--- config.mk ---
export PLATFORM = sky130hd
export DESIGN_NAME = block_distribution_mapper_top
export DESIGN_NICKNAME = d
export VERILOG_FILES = /design/src/rtl/bdm_pkg.sv /design/src/rtl/bdm_cfg.sv /design/src/rtl/bdm_div_stage.sv /design/src/rtl/block_distribution_mapper_top.sv
export SDC_FILE = /design/constraint.sdc
export NUM_CORES = 2
export LEC_CHECK = 0
export BUFFER_PORTS_ARGS = -buffer_cell sky130_fd_sc_hd__buf_2
export CAP_MARGIN = 20
export CORE_MARGIN = 3
export CORE_UTILIZATION = 25
export DETAILED_ROUTE_END_ITERATION = 6
export GPL_ROUTABILITY_DRIVEN = 0
export GPL_TIMING_DRIVEN = 0
export PLACE_DENSITY = 0.38
export SLEW_MARGIN = 20
export SYNTH_ARGS = -nofsm -noshare
export SYNTH_HDL_FRONTEND = slang
export SYNTH_SLANG_ARGS = --single-unit
--- constraint.sdc ---
create_clock -name clk -period 5.9 [get_ports clk]
set_clock_uncertainty 0.1 [all_clocks]
set_input_delay 0.295 -clock clk [delete_from_list [all_inputs] [get_ports clk]]
set_output_delay 0.295 -clock clk [all_outputs]
set_load 0.01 [all_outputs]
--- src/rtl/bdm_pkg.sv ---
// Shared types, widths and the restoring-divide step for the block distribution mapper.
// No dependencies; imported by every module of the block.
`default_nettype none

package bdm_pkg;

    localparam int COUNT_WIDTH = 16;
    localparam int STEP_W      = $clog2(COUNT_WIDTH);
    localparam int CFG_IDX_W   = 1;

    // register indexes of the configuration port
    localparam logic [CFG_IDX_W-1:0] REG_TOTAL_ITEMS = 1'b0;
    localparam logic [CFG_IDX_W-1:0] REG_GROUP_COUNT = 1'b1;

    typedef logic [COUNT_WIDTH-1:0] count_t;

    // configuration values plus the sizes and split derived from them
    typedef struct packed {
        count_t total;
        count_t groups;
        count_t small_sz;
        count_t extra;
        count_t large_sz;
        count_t split;
    } bdm_cfg_t;

    // one beat traveling down the divide pipeline
    typedef struct packed {
        logic   err;
        count_t quo;
        count_t rem;
        count_t dvs;
        count_t off;
        count_t idx;
    } div_beat_t;

    typedef struct packed {
        count_t rem;
        count_t quo;
    } div_step_t;

    // One restoring step: shift the next dividend bit into the remainder,
    // subtract the divisor when it fits and record the quotient bit.
    function automatic div_step_t div_step(input count_t rem, input count_t quo,
                                           input count_t dvs);
        logic [COUNT_WIDTH:0] trial;
        logic [COUNT_WIDTH:0] diff;
        div_step_t            res;
        trial   = {rem, quo[COUNT_WIDTH-1]};
        diff    = trial - {1'b0, dvs};
        res.quo = {quo[COUNT_WIDTH-2:0], 1'b0};
        if (trial >= {1'b0, dvs})
        begin
            res.rem    = diff[COUNT_WIDTH-1:0];
            res.quo[0] = 1'b1;
        end
        else
        begin
            res.rem = trial[COUNT_WIDTH-1:0];
        end
        return res;
    endfunction

endpackage

`default_nettype wire

--- src/rtl/bdm_cfg.sv ---
// Configuration registers and the sequential unit that derives group sizes from them.
// Depends on bdm_pkg (div_step, bdm_cfg_t).
`default_nettype none

module bdm_cfg
    import bdm_pkg::*;
(
    input  wire logic                 clk,
    input  wire logic                 rst_n,
    input  wire logic                 cfg_we,
    input  wire logic [CFG_IDX_W-1:0] cfg_index,
    input  wire count_t               cfg_data,
    output bdm_cfg_t                  cfg,
    output logic                      calc_busy
);

    localparam logic [2:0] CS_IDLE  = 3'd0;
    localparam logic [2:0] CS_LOAD  = 3'd1;
    localparam logic [2:0] CS_DIV   = 3'd2;
    localparam logic [2:0] CS_LARGE = 3'd3;
    localparam logic [2:0] CS_SPLIT = 3'd4;

    logic [2:0]            state_reg, state_next;
    count_t                total_reg, total_next;
    count_t                groups_reg, groups_next;
    count_t                quo_reg, quo_next;
    count_t                rem_reg, rem_next;
    logic [STEP_W-1:0]     cnt_reg, cnt_next;
    count_t                small_reg, small_next;
    count_t                extra_reg, extra_next;
    count_t                large_reg, large_next;
    count_t                split_reg, split_next;
    logic [2*COUNT_WIDTH-1:0] prod;
    div_step_t             step;

    assign step = div_step(rem_reg, quo_reg, groups_reg);
    assign prod = large_reg * extra_reg;

    always_comb
    begin
        state_next  = state_reg;
        total_next  = total_reg;
        groups_next = groups_reg;
        quo_next    = quo_reg;
        rem_next    = rem_reg;
        cnt_next    = cnt_reg;
        small_next  = small_reg;
        extra_next  = extra_reg;
        large_next  = large_reg;
        split_next  = split_reg;
        unique case (state_reg)
            CS_IDLE:
            begin
            end
            CS_LOAD:
            begin
                quo_next   = total_reg;
                rem_next   = '0;
                cnt_next   = STEP_W'(COUNT_WIDTH - 1);
                state_next = CS_DIV;
            end
            CS_DIV:
            begin
                quo_next = step.quo;
                rem_next = step.rem;
                cnt_next = cnt_reg - 1'b1;
                if (cnt_reg == '0)
                begin
                    state_next = CS_LARGE;
                end
            end
            CS_LARGE:
            begin
                small_next = quo_reg;
                extra_next = rem_reg;
                large_next = quo_reg + {{(COUNT_WIDTH-1){1'b0}}, (rem_reg != '0)};
                state_next = CS_SPLIT;
            end
            CS_SPLIT:
            begin
                split_next = prod[COUNT_WIDTH-1:0];
                state_next = CS_IDLE;
            end
            default:
            begin
                state_next = CS_IDLE;
            end
        endcase
        // a write restarts the derivation with the new values
        if (cfg_we)
        begin
            unique case (cfg_index)
                REG_TOTAL_ITEMS: total_next  = cfg_data;
                REG_GROUP_COUNT: groups_next = cfg_data;
                default:         total_next  = total_reg;
            endcase
            state_next = CS_LOAD;
        end
    end

    always_ff @(posedge clk or negedge rst_n)
    begin
        if (!rst_n)
        begin
            state_reg  <= CS_IDLE;
            total_reg  <= '0;
            groups_reg <= COUNT_WIDTH'(1);
            small_reg  <= '0;
            extra_reg  <= '0;
            large_reg  <= '0;
            split_reg  <= '0;
        end
        else
        begin
            state_reg  <= state_next;
            total_reg  <= total_next;
            groups_reg <= groups_next;
            small_reg  <= small_next;
            extra_reg  <= extra_next;
            large_reg  <= large_next;
            split_reg  <= split_next;
        end
    end

    always_ff @(posedge clk)
    begin
        quo_reg <= quo_next;
        rem_reg <= rem_next;
        cnt_reg <= cnt_next;
    end

    assign cfg.total    = total_reg;
    assign cfg.groups   = groups_reg;
    assign cfg.small_sz = small_reg;
    assign cfg.extra    = extra_reg;
    assign cfg.large_sz = large_reg;
    assign cfg.split    = split_reg;
    assign calc_busy    = (state_reg != CS_IDLE);

endmodule

`default_nettype wire

--- src/rtl/bdm_div_stage.sv ---
// One stage of the pipelined divider: one quotient bit per stage, valid travels along.
// Depends on bdm_pkg (div_beat_t, div_step).
`default_nettype none

module bdm_div_stage
    import bdm_pkg::*;
(
    input  wire logic      clk,
    input  wire logic      rst_n,
    input  wire logic      in_valid,
    input  wire div_beat_t in_beat,
    output logic           out_valid,
    output div_beat_t      out_beat
);

    logic      valid_reg;
    div_beat_t beat_reg, beat_next;
    div_step_t step;

    assign step = div_step(in_beat.rem, in_beat.quo, in_beat.dvs);

    always_comb
    begin
        beat_next     = in_beat;
        beat_next.quo = step.quo;
        beat_next.rem = step.rem;
    end

    always_ff @(posedge clk or negedge rst_n)
    begin
        if (!rst_n)
        begin
            valid_reg <= 1'b0;
        end
        else
        begin
            valid_reg <= in_valid;
        end
    end

    // payload needs no reset; advance it every cycle
    always_ff @(posedge clk)
    begin
        beat_reg <= beat_next;
    end

    assign out_valid = valid_reg;
    assign out_beat  = beat_reg;

endmodule

`default_nettype wire

--- src/rtl/block_distribution_mapper_top.sv ---
// Throughput: one beat per cycle while busy is low; the pipeline of COUNT_WIDTH divide stages sets the latency.
// After each configuration write, busy stays high while a sequential divider derives the
// group sizes. The receiver cannot stall: done lasts one cycle.
// Reset (rst_n low, asynchronous) drops all beats in flight, total_items = 0, group_count = 1.
// Depends on bdm_pkg, bdm_cfg, bdm_div_stage.
`default_nettype none

module block_distribution_mapper_top
    import bdm_pkg::*;
(
    input  wire logic                 clk,
    input  wire logic                 rst_n,
    input  wire logic                 start,
    output logic                      busy,
    input  wire count_t               item_index,
    output logic                      done,
    output count_t                    group_index,
    output count_t                    group_head,
    output count_t                    group_size,
    output logic                      error_flag,
    input  wire logic                 cfg_we,
    input  wire logic [CFG_IDX_W-1:0] cfg_index,
    input  wire count_t               cfg_data
);

    localparam int ACCEPT_TO_DONE = COUNT_WIDTH + 2;

    bdm_cfg_t  cfg;
    logic      calc_busy;
    logic      accept;

    // stage 0 is the entry register, stage COUNT_WIDTH holds the finished quotient
    logic      stage_valid [0:COUNT_WIDTH];
    div_beat_t stage_beat  [0:COUNT_WIDTH];

    logic      entry_valid_reg;
    div_beat_t entry_beat_reg, entry_beat_next;
    count_t    idx_past_split;
    logic      in_large;

    logic      done_reg;
    count_t    group_index_reg, group_index_next;
    count_t    group_head_reg, group_head_next;
    count_t    group_size_reg, group_size_next;
    logic      error_flag_reg;
    div_beat_t last_beat;

    // ------------------------------------------------------------------
    // Configuration registers and derived sizes (small, extra, large, split)
    // ------------------------------------------------------------------
    bdm_cfg u_cfg (
        .clk       (clk),
        .rst_n     (rst_n),
        .cfg_we    (cfg_we),
        .cfg_index (cfg_index),
        .cfg_data  (cfg_data),
        .cfg       (cfg),
        .calc_busy (calc_busy)
    );

    // Hold off new beats while the sizes are being derived.
    assign busy   = calc_busy || cfg_we;
    assign accept = start && !busy;

    // ------------------------------------------------------------------
    // Entry stage: flag errors and choose the region of the item.
    // Items below split sit in the enlarged leading groups and divide by
    // large; the rest are offset by split, divide by small and add extra.
    // ------------------------------------------------------------------
    assign in_large       = (item_index < cfg.split);
    assign idx_past_split = item_index - cfg.split;

    always_comb
    begin
        entry_beat_next.err = (cfg.groups == '0) || (item_index >= cfg.total);
        entry_beat_next.rem = '0;
        entry_beat_next.idx = item_index;
        if (in_large)
        begin
            entry_beat_next.quo = item_index;
            entry_beat_next.dvs = cfg.large_sz;
            entry_beat_next.off = '0;
        end
        else
        begin
            entry_beat_next.quo = idx_past_split;
            entry_beat_next.dvs = cfg.small_sz;
            entry_beat_next.off = cfg.extra;
        end
    end

    always_ff @(posedge clk or negedge rst_n)
    begin
        if (!rst_n)
        begin
            entry_valid_reg <= 1'b0;
        end
        else
        begin
            entry_valid_reg <= accept;
        end
    end

    always_ff @(posedge clk)
    begin
        entry_beat_reg <= entry_beat_next;
    end

    assign stage_valid[0] = entry_valid_reg;
    assign stage_beat[0]  = entry_beat_reg;

    // ------------------------------------------------------------------
    // Divider pipeline: one quotient bit per stage, MSB first.
    // ------------------------------------------------------------------
    for (genvar k = 0; k < COUNT_WIDTH; k++)
    begin : g_div
        bdm_div_stage u_stage (
            .clk       (clk),
            .rst_n     (rst_n),
            .in_valid  (stage_valid[k]),
            .in_beat   (stage_beat[k]),
            .out_valid (stage_valid[k+1]),
            .out_beat  (stage_beat[k+1])
        );
    end

    // ------------------------------------------------------------------
    // Output stage: group = quotient + offset, head = index - remainder,
    // size = divisor. Zero everything on an error beat.
    // ------------------------------------------------------------------
    assign last_beat = stage_beat[COUNT_WIDTH];

    always_comb
    begin
        if (last_beat.err)
        begin
            group_index_next = '0;
            group_head_next  = '0;
            group_size_next  = '0;
        end
        else
        begin
            group_index_next = last_beat.quo + last_beat.off;
            group_head_next  = last_beat.idx - last_beat.rem;
            group_size_next  = last_beat.dvs;
        end
    end

    always_ff @(posedge clk or negedge rst_n)
    begin
        if (!rst_n)
        begin
            done_reg <= 1'b0;
        end
        else
        begin
            done_reg <= stage_valid[COUNT_WIDTH];
        end
    end

    always_ff @(posedge clk)
    begin
        group_index_reg <= group_index_next;
        group_head_reg  <= group_head_next;
        group_size_reg  <= group_size_next;
        error_flag_reg  <= last_beat.err;
    end

    assign done        = done_reg;
    assign group_index = group_index_reg;
    assign group_head  = group_head_reg;
    assign group_size  = group_size_reg;
    assign error_flag  = error_flag_reg;

    // ------------------------------------------------------------------
    // Assertions
    // ------------------------------------------------------------------

    // every result beat traces back to an accepted beat a fixed time earlier
    a_done_has_source: assert property (@(posedge clk) disable iff (!rst_n)
        done |-> $past(accept, ACCEPT_TO_DONE))
        else $error("result beat without a matching accepted beat");

    // every accepted beat comes out after the fixed latency
    a_accept_gives_done: assert property (@(posedge clk) disable iff (!rst_n)
        accept |-> ##ACCEPT_TO_DONE done)
        else $error("accepted beat lost in the pipeline");

    // a valid item never lands in an empty group
    a_valid_nonempty: assert property (@(posedge clk) disable iff (!rst_n)
        (done && !error_flag) |-> (group_size != '0))
        else $error("valid item mapped to an empty group");

    // configuration derivation never overlaps an accepted beat
    a_no_accept_while_calc: assert property (@(posedge clk) disable iff (!rst_n)
        calc_busy |-> !accept)
        else $error("beat accepted while group sizes are being derived");

endmodule

`default_nettype wire
* Word-level counts from Yosys, hierarchy flattened
Index checks and enable logic that the tools add are counted.
Word-level totals: bits in registers 1563, input bits 37, output and inout port bits 51, word-level logic and storage cells 238
Operators by class: add/sub/neg operators 22, multiply operators 1, magnitude comparators 19, eq/ne operators 6, muxes and demuxes 42, bitwise logic cells 1, reductions and logical operators 13
Operators with widths (count):
- $sub 16x16->16 | 18
- $ge 17x16->1 | 16
- $mux 16 | 17
- $pmux 16 s2 | 2
- $mux 32 | 1
- $mux 1 | 18
- $add 16x1->16 | 1
- $add 16x16->16 | 1
- $ge 1x16->1 | 1
- $ge 16x16->1 | 1
- $logic_not 16->1 | 1
- $lt 16x16->1 | 1
- $mul 16x16->16 | 1
- $reduce_bool 16->1 | 1
- $sub 1x16->16 | 1
- $pmux 3 s4 | 1
- $pmux 4 s2 | 1
- $eq 3x2->1 const B | 2
- $mux 3 | 2
- $reduce_and 2->1 | 3
- $logic_not 4->1 | 1
- $sub 4x1->4 const B | 1
- $eq 3x1->1 const B | 1
- $eq 3x3->1 const B | 1
- other kinds (9) | 10

* Longest topological paths before layout
depth in word-level cells 4, depth in mapped cells 21, gate-level depth less buffers 20

* By module
From an unflattened synthesis, not the netlist that was laid out.
Second synthesis, totals: cell total of the unflattened synthesis 5402, area, all modules 60884.6 um2
Modules (own cells, without submodules):
- bdm_div_stage (g_div[0].u_stage ...) | instances 13, cells each 237, area each 2791.4 um2, sequential area each 1646.6 um2
- bdm_cfg | instances 1, cells each 1016, area each 10193.5 um2, sequential area each 3559.7 um2
- bdm_div_stage (g_div[10].u_stage ...) | instances 3, cells each 239, area each 2876.5 um2, sequential area each 1646.6 um2
- block_distribution_mapper_top | instances 1, cells each 588, area each 5773.0 um2, sequential area each 2332.2 um2

* Worst setup path after synthesis
OpenSTA, ideal clock, no wires.
path type register to register, from register u_cfg.extra_reg[6], to register u_cfg.split_reg[15], setup time 0.134 ns, data arrival time 5.331 ns, data required time 5.666 ns, setup slack 0.335 ns, cell stages (with the launch flop) 22, buffers on the path 1, period minus slack after synthesis 5.565 ns, path through dfrtp_1 buf_1 and2_1 fa_1 inv_1 fa_1 inv_1 fa_1 inv_1 fa_1 inv_1 fa_1 inv_1 fa_1 inv_1 ha_1 a21oi_1 inv_1 a221oi_1 o21ai_0 xnor2_1 o21ai_0
On the way: word-level cells in the longest chain between the ends 1
Ends and longest elaborated chain:
- start: declaration | line bdm_cfg.sv:30 | count_t extra_reg, extra_next;
- start signal: assignment | line bdm_cfg.sv:119 | extra_reg <= extra_next;
- $mul 16x16->16 | line bdm_cfg.sv:37 | assign prod = large_reg * extra_reg;
- end signal: assignment | line bdm_cfg.sv:121 | split_reg <= split_next;
- end: declaration | line bdm_cfg.sv:32 | count_t split_reg, split_next;
Every way passes these cells. A chain may end at the register's enable or synchronous reset.

* Worst setup path after layout
from register u_cfg.extra_reg[5], to register u_cfg.split_reg[13]
Same word-level chain as after synthesis.

==> flow_summary_export.csv <==
group,metric,value,unit
clocking,clockBufferDepth,3,
hold_path,hold_start,"item_index[0]",
synthesis,synth_edf_count,36,
hold_path,holdPathStages,2,
synthesis,avgSynthCellArea,10.9,µm²
worst_setup_path,reg2reg_to,"u_cfg.split_reg[13]$_DFFE_PN0N_",
status,outcome,"complete, no violations",
clocking,clk_latency,0.80,ns
floorplanning,die_height,482,µm
synthesis,seq_area_frac_synth,56.9,%
floorplanning,initial_utilization,25.2,%
synthesis,synth_seq_cells,1563,
layout,layout-area-overhead-vs-synth,19.6,%
grt,grt_usage,11.3,%
grt,met1_usage,14.4,%
worst_setup_path,critPathMostFrequentCell,"inv_1",
clocking,tritoncts,"built",
synthesis,synth-main-ff-cell,"dfxtp_1",
floorplanning,dieArea,232000,µm²
worst_setup_path,r2r_setup_slack,0.22,ns
routing,routedWlPerCell,15.2,µm
synthesis,synth_top_area_share,49.8,%
place,dp_hpwl,99.9,mm
routing,avgViaCountPerCell,4.07,
grt,met3_usage,2.26,%
grt,grt_pass1_wl,206,mm
place,port_buffers,87,
place,dp_cells,8256,
grt,grt_pass1_vias,35900,
worst_setup_path,cpMaxStageDelayCell,"fa_1",
routing,routed_wl,131,mm
synthesis,ys.warnings.count,0,
grt,grt_busiest_layer,"met2",
worst_setup_path,worstPathRequired,6.46,ns
floorplanning,rows,174,
grt,overflow,0,
synthesis,async_reset_ff_share,7.49,%
worst_setup_path,criticalPathCategory,"reg2reg",
grt,grt_use_met2,19.1,%
clocking,path_clk_slew,0.06,ns
worst_setup_path,ff2ff_path_depth,21,
synthesis,ys_top_cells_by_area,"dfxtp_1, ha_1, dfrtp_1, fa_1, inv_1",
timing,finalSetupViolCount,0,
timing,timing_hold_violations_final,0,
layout,multi_input_area,22100,µm²
grt,grt_max_degree,90,
worst_setup_path,cpPeakStageDelay,0.54,ns
worst_setup_path,r2r_start,"u_cfg.extra_reg[5]$_DFFE_PN0P_",
routing,ant_nets,0,
timing,worst_slew_pin_slew,0.987,ns
layout,finalNetCount,5987,
timing,fmax,0.176,GHz
worst_setup_path,crit_path_cell_trace,"buf_8 -> and2_1 -> fa_1 -> inv_1 -> fa_1 -> inv_1 -> fa_1 -> inv_1 -> fa_1 -> inv_1 -> fa_1 -> inv_1 -> fa_1 -> inv_1 -> ha_4 -> a21oi_2 -> inv_1 -> a221oi_2 -> buf_4 -> xor2_4 -> o21ai_0",
synthesis,post_synth_instance_area,56600,µm²
layout,fin_util,30.1,%
synthesis,post-synth-top-area-cell,"dfxtp_1",
hold_path,worstHoldPathType,"in2reg",
synthesis,syn-instance-count,5175,
worst_setup_path,cp_top_family,"adder cells",
routing,drtPass1Iterations,7,
timing,slew_viol_final,0,
timing,finalCritPeriodShare,96.3,%
synthesis,synth_nets,5683,
routing,drc,0,
worst_setup_path,cp_max_fo,6,
worst_setup_path,worst-path-buf-inv,9,
layout,seq_area,32300,µm²
worst_setup_path,cp-start-kind,"register",
clocking,clkSinkCount,1563,
clocking,cts-root-buf,"clkbuf_16",
floorplanning,die_width,482,µm
clocking,h-tree-depth,4,
flow_run,max_cap_viol_count,0,
clocking,numCtsBuffers,166,
grt,antenna_found_initial,10,
hold_path,min_to,"entry_beat_reg[0]$_DFF_P_",
synthesis,ys_types,77,
layout,fill_cells,23200,
layout,drive_above_1_share,11.1,%
floorplanning,core,225000,µm²
worst_setup_path,end_kind,"register",
layout,largest_register_ffs,1296,
routing,vias,35100,
worst_setup_path,cp_data_arrival_time,6.24,ns
timing,fin_setup_tns,0,ns
timing,period_minus_slack,5.68,ns
timing,slew_headroom,33.7,%
layout,finalNonFillerCells,8623,
routing,drt_iter0_markers,1604,
floorplanning,pin_count,88,
[layout make-up]
type                    count  share of cell area, %
flip-flops and latches   1563                   47.6
multi-input cells        3002                   32.7
clock buffers             226                   7.02
well taps                2992                   5.53
inverters                 520                   2.88
clock inverters            86                   2.11
repair buffers            144                   1.53
plain buffers              82                  0.615
diodes                      8                 0.0296
[layer usage]
metal  vias to the layer above  wire, µm
met5                         -        13
met4                         2      3750
met3                       227      4750
met2                       545     61900
met1                     16300     60900
li1                      18100         -
[synthesized netlist by cell type (all sizes together), types with 15 or more instances]
cell type / number
or2: 19
a31oi: 50
or3: 18
ha: 372
inv: 520
o21ai: 257
nand2b: 75
nor4: 50
mux2i: 24
clkbuf: 65
nand3: 34
nor2: 362
nor3: 65
dfrtp: 116
dfxtp: 1410
nand2: 287
edfxtp: 36
xnor2: 161
o31a: 19
and2: 90
buf: 25
nand4: 39
fa: 99
o21a: 62
a21oi: 353
and3: 15
mux2: 143
a211oi: 44
xor2: 86
a21o: 59
nor2b: 72
[what timing repair did]
| item | in CTS | in global routing |
|---|---|---|
| endpoints found under the setup margin | 6 | 4 |
| buffers inserted | 0 | 11 |
| pin swaps | 2 | 5 |
| gates resized for setup | 31 | 29 |
| gates cloned | 0 | 0 |
| hold endpoints to repair | 186 | 0 |
| hold buffers | 44 | 0 |
[worst max-delay path by stage]
| stage | startpoint | endpoint | slack [ns] | cells past startpoint |
|---|---|---|---|---|
| after detailed placement | u_cfg.large_reg[6]$_DFFE_PN0P_ | u_cfg.split_reg[15]$_DFFE_PN0N_ | -0.63 | 21 |
| final | u_cfg.extra_reg[5]$_DFFE_PN0P_ | u_cfg.split_reg[13]$_DFFE_PN0N_ | 0.22 | 21 |
| after floorplan | u_cfg.extra_reg[6]$_DFFE_PN0P_ | u_cfg.split_reg[15]$_DFFE_PN0N_ | 0.33 | 21 |
| after global placement | u_cfg.large_reg[6]$_DFFE_PN0P_ | u_cfg.split_reg[15]$_DFFE_PN0N_ | -0.59 | 21 |
| after CTS | u_cfg.extra_reg[5]$_DFFE_PN0P_ | u_cfg.split_reg[15]$_DFFE_PN0N_ | 0.02 | 21 |
| after global routing | u_cfg.extra_reg[4]$_DFFE_PN0P_ | u_cfg.split_reg[13]$_DFFE_PN0N_ | -0.02 | 21 |
[logic make-up (layout without fill, tap and decap cells)]
kind of cell | Yosys count | after routing | share of synthesized area, %
other | 0 | 8 | 0
adder cells (fa/ha/maj) | 471 | 471 | 11.7
AO/OA/AOI/OAI | 942 | 942 | 10.0
buffers and inverters | 610 | 1058 | 4.13
AND/OR/NAND/NOR | 1175 | 1175 | 10.1
flip-flops | 1563 | 1563 | 56.9
XOR/XNOR | 247 | 247 | 3.82
multiplexers | 167 | 167 | 3.29
[cells in the final DEF (no fill, tap or decap), drive strengths merged, types with 116 or more instances in the layout]
cell type | Yosys | final
ha | 372 | 372
a21oi | 353 | 353
buf | 25 | 128
mux2 | 143 | 143
dfxtp | 1410 | 1410
clkbuf | 65 | 281
nor2 | 362 | 362
nand2 | 287 | 287
xnor2 | 161 | 161
o21ai | 257 | 257
dfrtp | 116 | 116
inv | 520 | 533
[stage by stage]
stage | area (µm²) | setup slack (ns) | hold WS (ns)
finish | 67700 | 0.217 | 0.122
CTS | 67600 | 0.0183 | 0.0668
global placement | 60800 | -0.587 | 0.210
global route | 67700 | -0.0195 | 0.101
detailed placement | 60900 | -0.628 | 0.0751
floorplan | 56600 | 0.335 | -0.101
Power is not shown: default switching activity piles up to over one toggle a cycle in this logic, so the estimate is an artifact.
